--- config.mk ---
export PLATFORM = sky130hd
export DESIGN_NAME = eec_term
export DESIGN_NICKNAME = d
export VERILOG_FILES = /design/src/eec_pkg.sv /design/src/eec_term.sv
export SDC_FILE = /design/constraint.sdc
export NUM_CORES = 2
export LEC_CHECK = 0
export ABC_CLOCK_PERIOD_IN_PS = 7800
export BUFFER_PORTS_ARGS = -buffer_cell sky130_fd_sc_hd__buf_2
export CAP_MARGIN = 0
export CORE_ASPECT_RATIO = 2
export CORE_MARGIN = 5
export CORE_UTILIZATION = 50
export CTS_BUF_LIST = sky130_fd_sc_hd__clkbuf_4
export DETAILED_ROUTE_END_ITERATION = 12
export GPL_ROUTABILITY_DRIVEN = 0
export PLACE_DENSITY = 0.78
export SLEW_MARGIN = 20
export SYNTH_ARGS = -nofsm -noshare
export SYNTH_HDL_FRONTEND = slang
export SYNTH_SLANG_ARGS = --single-unit
--- constraint.sdc ---
create_clock -name clk -period 7.8 [get_ports clk]
set_clock_uncertainty 0.2 [all_clocks]
set_input_delay 0 -clock clk [delete_from_list [all_inputs] [get_ports clk]]
set_output_delay 0 -clock clk [all_outputs]
set_load 0.005 [all_outputs]
--- src/eec_pkg.sv ---
// Shared constants and types for the elastic easing curve pipeline.
// No dependencies; imported by eec_term and elastic_easing_curve.
package eec_pkg;

  localparam int TERM_W = 32;  // series term and multiplier operand width
  localparam int SUM_W  = 34;  // signed series accumulator width
  localparam int FRAC_Q = 30;  // curve, exp2 and sine fraction bits

  localparam logic [TERM_W-1:0] ONE_Q30   = 32'h4000_0000;
  localparam logic [31:0]       LN2_Q32   = 32'd2977044472;
  // pi/2 in Q32 minus 2^32
  localparam logic [31:0]       HALFPI_LO = 32'd2451551556;

  localparam logic [1:0] MODE_IN  = 2'd0;
  localparam logic [1:0] MODE_OUT = 2'd1;
  localparam logic [1:0] MODE_IO  = 2'd2;

  localparam logic [1:0] REG_MODE     = 2'd0;
  localparam logic [1:0] REG_DURATION = 2'd1;
  localparam logic [1:0] REG_START    = 2'd2;
  localparam logic [1:0] REG_CHANGE   = 2'd3;

  localparam logic [3:0] CDIV_IO   = 4'd9;
  localparam logic [3:0] CDIV_EDGE = 4'd3;

  typedef enum logic [1:0] {
    K_START,
    K_END,
    K_CURVE
  } kind_t;

endpackage

--- src/eec_term.sv ---
// One Taylor series term: term = ((term * mul) >> 30) / K_DIV, added to or
// subtracted from the running sum. Three register stages. Uses eec_pkg.
module eec_term #(
  parameter int K_DIV = 1,
  parameter bit SUB   = 1'b0
) (
  input  logic                               clk,
  input  logic [eec_pkg::TERM_W-1:0]         term_i,
  input  logic [eec_pkg::TERM_W-1:0]         mul_i,
  input  logic signed [eec_pkg::SUM_W-1:0]   sum_i,
  output logic [eec_pkg::TERM_W-1:0]         term_o,
  output logic [eec_pkg::TERM_W-1:0]         mul_o,
  output logic signed [eec_pkg::SUM_W-1:0]   sum_o
);
  import eec_pkg::*;

  localparam longint unsigned RECIP_L = (64'd1 << TERM_W) / K_DIV;
  localparam logic [TERM_W-1:0] RECIP = TERM_W'(RECIP_L);
  localparam logic [TERM_W-1:0] KD    = TERM_W'(K_DIV);

  logic [2*TERM_W-1:0]      p1;
  logic [TERM_W-1:0]        s1_y_r, s1_mul_r;
  logic signed [SUM_W-1:0]  s1_sum_r;
  logic [TERM_W-1:0]        q0;
  logic [TERM_W-1:0]        s2_y_r, s2_q0_r, s2_mul_r;
  logic signed [SUM_W-1:0]  s2_sum_r;
  logic [TERM_W-1:0]        rem, qn;

  assign p1 = term_i * mul_i;

  always_ff @(posedge clk) begin
    s1_y_r   <= p1[FRAC_Q +: TERM_W];
    s1_mul_r <= mul_i;
    s1_sum_r <= sum_i;
  end

  // reciprocal estimate is exact or one low
  if (K_DIV == 1) begin : g_unit
    assign q0 = s1_y_r;
  end else begin : g_recip
    logic [2*TERM_W-1:0] p2;
    assign p2 = s1_y_r * RECIP;
    assign q0 = p2[2*TERM_W-1:TERM_W];
  end

  always_ff @(posedge clk) begin
    s2_y_r   <= s1_y_r;
    s2_q0_r  <= q0;
    s2_mul_r <= s1_mul_r;
    s2_sum_r <= s1_sum_r;
  end

  always_comb begin
    rem = s2_y_r - s2_q0_r * KD;
    qn  = (rem >= KD) ? s2_q0_r + 1'b1 : s2_q0_r;
  end

  always_ff @(posedge clk) begin
    term_o <= qn;
    mul_o  <= s2_mul_r;
    if (SUB) begin
      sum_o <= s2_sum_r - $signed({{(SUM_W-TERM_W){1'b0}}, qn});
    end else begin
      sum_o <= s2_sum_r + $signed({{(SUM_W-TERM_W){1'b0}}, qn});
    end
  end

endmodule
==> impl_metrics.json <==
{
  "status": "completed",
  "clock_latency_ns": 1.05,
  "ctsLongestPathBuffers": 3,
  "die_h_um": 410,
  "grt_max_degree": 34,
  "synthesis.nets": 5409,
  "io_pins": 197,
  "register_area_um2": 5890,
  "end_kind": "flop",
  "firstDrtPassIters": 6,
  "synthDistinctLibCells": 62,
  "drt_iter0_markers": 1896,
  "fin_nets": 5702,
  "wirelength_mm": 120,
  "avgViaCountPerCell": 5.47,
  "crit_top_cell": "fa_1",
  "holdWs_ns": 0.0236,
  "slowest_delay_ns": 0.63,
  "clockRootBuffer": "clkbuf_4",
  "vias": 30300,
  "criticalPathCategory": "input pin to flop",
  "post_cts.repair.setup_buffers": 0,
  "slowest_stage": "dlygate4sd3_1",
  "startpoint_type": "input pin",
  "hold_viol": 0,
  "dp_hpwl_mm": 94.2,
  "tightest_slew_ns": 0.800,
  "post-route-period-util_pct": 97.3,
  "syn-mean-instance-area_um2": 9.69,
  "grt_use_total_pct": 28.5,
  "fill_cells": 6896,
  "ys_ff_latch": 294,
  "coreArea_um2": 80000,
  "cap_violations": 0,
  "critPathTopFamily": "adder cells",
  "pre_cts_slack_ns": 0.0266,
  "crit_required_ns": 8.38,
  "clock_sinks": 294,
  "multi_input_comb_area_um2": 30100,
  "syn_area_um2": 40100,
  "max_clock_freq_mhz": 132,
  "start_util_pct": 50.1,
  "area_growth_pct": 11.7,
  "fp-row-count": 147,
  "cp_num_buf_inv": 8,
  "final_common_cell": "fa_1",
  "portBuffers": 196,
  "min_path_type": "flop to flop",
  "ant_nets": 0,
  "grt_pass1_wl_mm": 186,
  "clk_pin_slew_ns": 0.07,
  "antenna_found_initial": 13,
  "finalSetupViolations": 0,
  "cts_tree": "yes",
  "drive_gt1_share_pct": 8.67,
  "cts_buffers": 68,
  "synth_warnings": 0,
  "die_x_um": 210,
  "reg2reg_slack_ns": 4.73,
  "grt_pass1_vias": 34200,
  "synthCells": 4138,
  "path_max_fanout": 22,
  "final_cell_mix": "895 x fa_1, 890 x inv_1, 599 x and2_1, 487 x nand2_1, 294 x dfxtp_1",
  "slew_headroom_pct": 46.7,
  "finalCriticalPeriod_ns": 7.59,
  "fin_ws_ns": 0.213,
  "drcViolationCount": 0,
  "wl_per_cell_um": 21.8,
  "htreeDepth": 3,
  "async_flop_share_pct": 0,
  "overflow": 0,
  "drv_slew": 0,
  "synth_top_flop_cell": "dfxtp_1",
  "synth_edf_count": 0,
  "crit_arrival_ns": 8.17,
  "dieArea_um2": 86300,
  "ys_seq_area_share_pct": 14.7
}
## metrics by stage
| step | cells | util (%) | TNS (ns) | cell area, µm² |
|---|---|---|---|---|
| 4_1_cts | 5516 | 55.9 | 0 | 44700 |
| 2_1_floorplan | 4138 | - | 0 | 40100 |
| 3_5_place_dp | 5236 | 52.7 | 0 | 42200 |
| 6_report | 5531 | 56.0 | 0 | 44800 |
| 3_3_place_gp | 5236 | 52.7 | 0 | 42200 |
| 5_1_grt | 5521 | 55.9 | -0.0489 | 44800 |
## cell type report
| class | count | area share, % |
|---|---|---|
| inverters | 890 | 7.46 |
| diodes | 15 | 0.0838 |
| multi-input cells | 2741 | 67.2 |
| flip-flops and latches | 294 | 13.1 |
| clock inverters | 23 | 0.461 |
| repair buffers | 436 | 7.28 |
| clock buffers | 89 | 1.49 |
| well taps | 1043 | 2.91 |
## state kept, by name, indices dropped and copies added (netlist names)
register and count:
term_o 32, s1_mul_r 32, q0 32, mul_o 32, s2_mul_r 32, s2_sum_r 34, s2_q0_r 32, sum_o 34
s1_sum_r 34
## routing by layer
layer	wire length [µm]	up-vias	global-route usage [%]
met5	14	-	0
met4	15100	2	27.8
met3	7670	713	5.51
met2	62700	1563	50.5
met1	34900	15200	26.6
li1	-	12800	-
## cell families (layout without fill, tap and decap cells)
family | count (synthesis) | count (layout) | synth area share, %
and+or+nand+nor | 1222 | 1222 | 15.7
AOI/OAI and AO/OA | 279 | 279 | 4.50
buffers and inverters | 1103 | 1438 | 10.3
xor gates and xnor gates | 68 | 68 | 1.49
DFF | 294 | 294 | 14.7
other | 0 | 15 | 0
adders and majority gates | 1172 | 1172 | 53.3
## cells in the mapped netlist, types with 4 or more instances
| library cell | count | area share [%] |
|---|---|---|
| and3_1 | 8 | 0.12 |
| fa_1 | 895 | 45 |
| nand4_1 | 19 | 0.30 |
| xnor2_1 | 47 | 1.0 |
| nor3_1 | 14 | 0.17 |
| inv_1 | 890 | 8.3 |
| or3_1 | 4 | 0.062 |
| buf_2 | 4 | 0.050 |
| nand2_1 | 487 | 4.6 |
| a211oi_1 | 8 | 0.15 |
| a21oi_1 | 96 | 1.2 |
| nand3_1 | 23 | 0.29 |
| dfxtp_1 | 294 | 15 |
| o21bai_1 | 12 | 0.22 |
| clkbuf_1 | 207 | 1.9 |
| and2_1 | 599 | 9.3 |
| o21ai_0 | 46 | 0.57 |
| ha_1 | 277 | 8.6 |
| nor2b_1 | 5 | 0.078 |
| nand2b_1 | 7 | 0.11 |
| a31oi_1 | 9 | 0.14 |
| o211ai_1 | 7 | 0.13 |
| a21o_1 | 36 | 0.67 |
| o21a_1 | 10 | 0.19 |
| xor2_1 | 21 | 0.46 |
| nor2_1 | 48 | 0.45 |
| o21ai_1 | 12 | 0.15 |
## worst paths after layout
kind | startpoint | cells past startpoint | endpoint
worst max register to register | s2_q0_r[3] | 10 | sum_o[23]
worst min register to register | q0[18] | 0 | s2_q0_r[18]
worst min-delay path | q0[18] | 0 | s2_q0_r[18]
worst max-delay path | mul_i[11] | 27 | q0[31]
## timing repair
| action | CTS | global route |
|---|---|---|
| hold endpoints to repair | 69 | 0 |
| endpoints found under the setup margin | 0 | 8 |
| hold buffers | 168 | 0 |
| gates resized for setup | 0 | 6 |
Power is not shown: default switching activity piles up to over one toggle a cycle in this logic, so the estimate is an artifact.
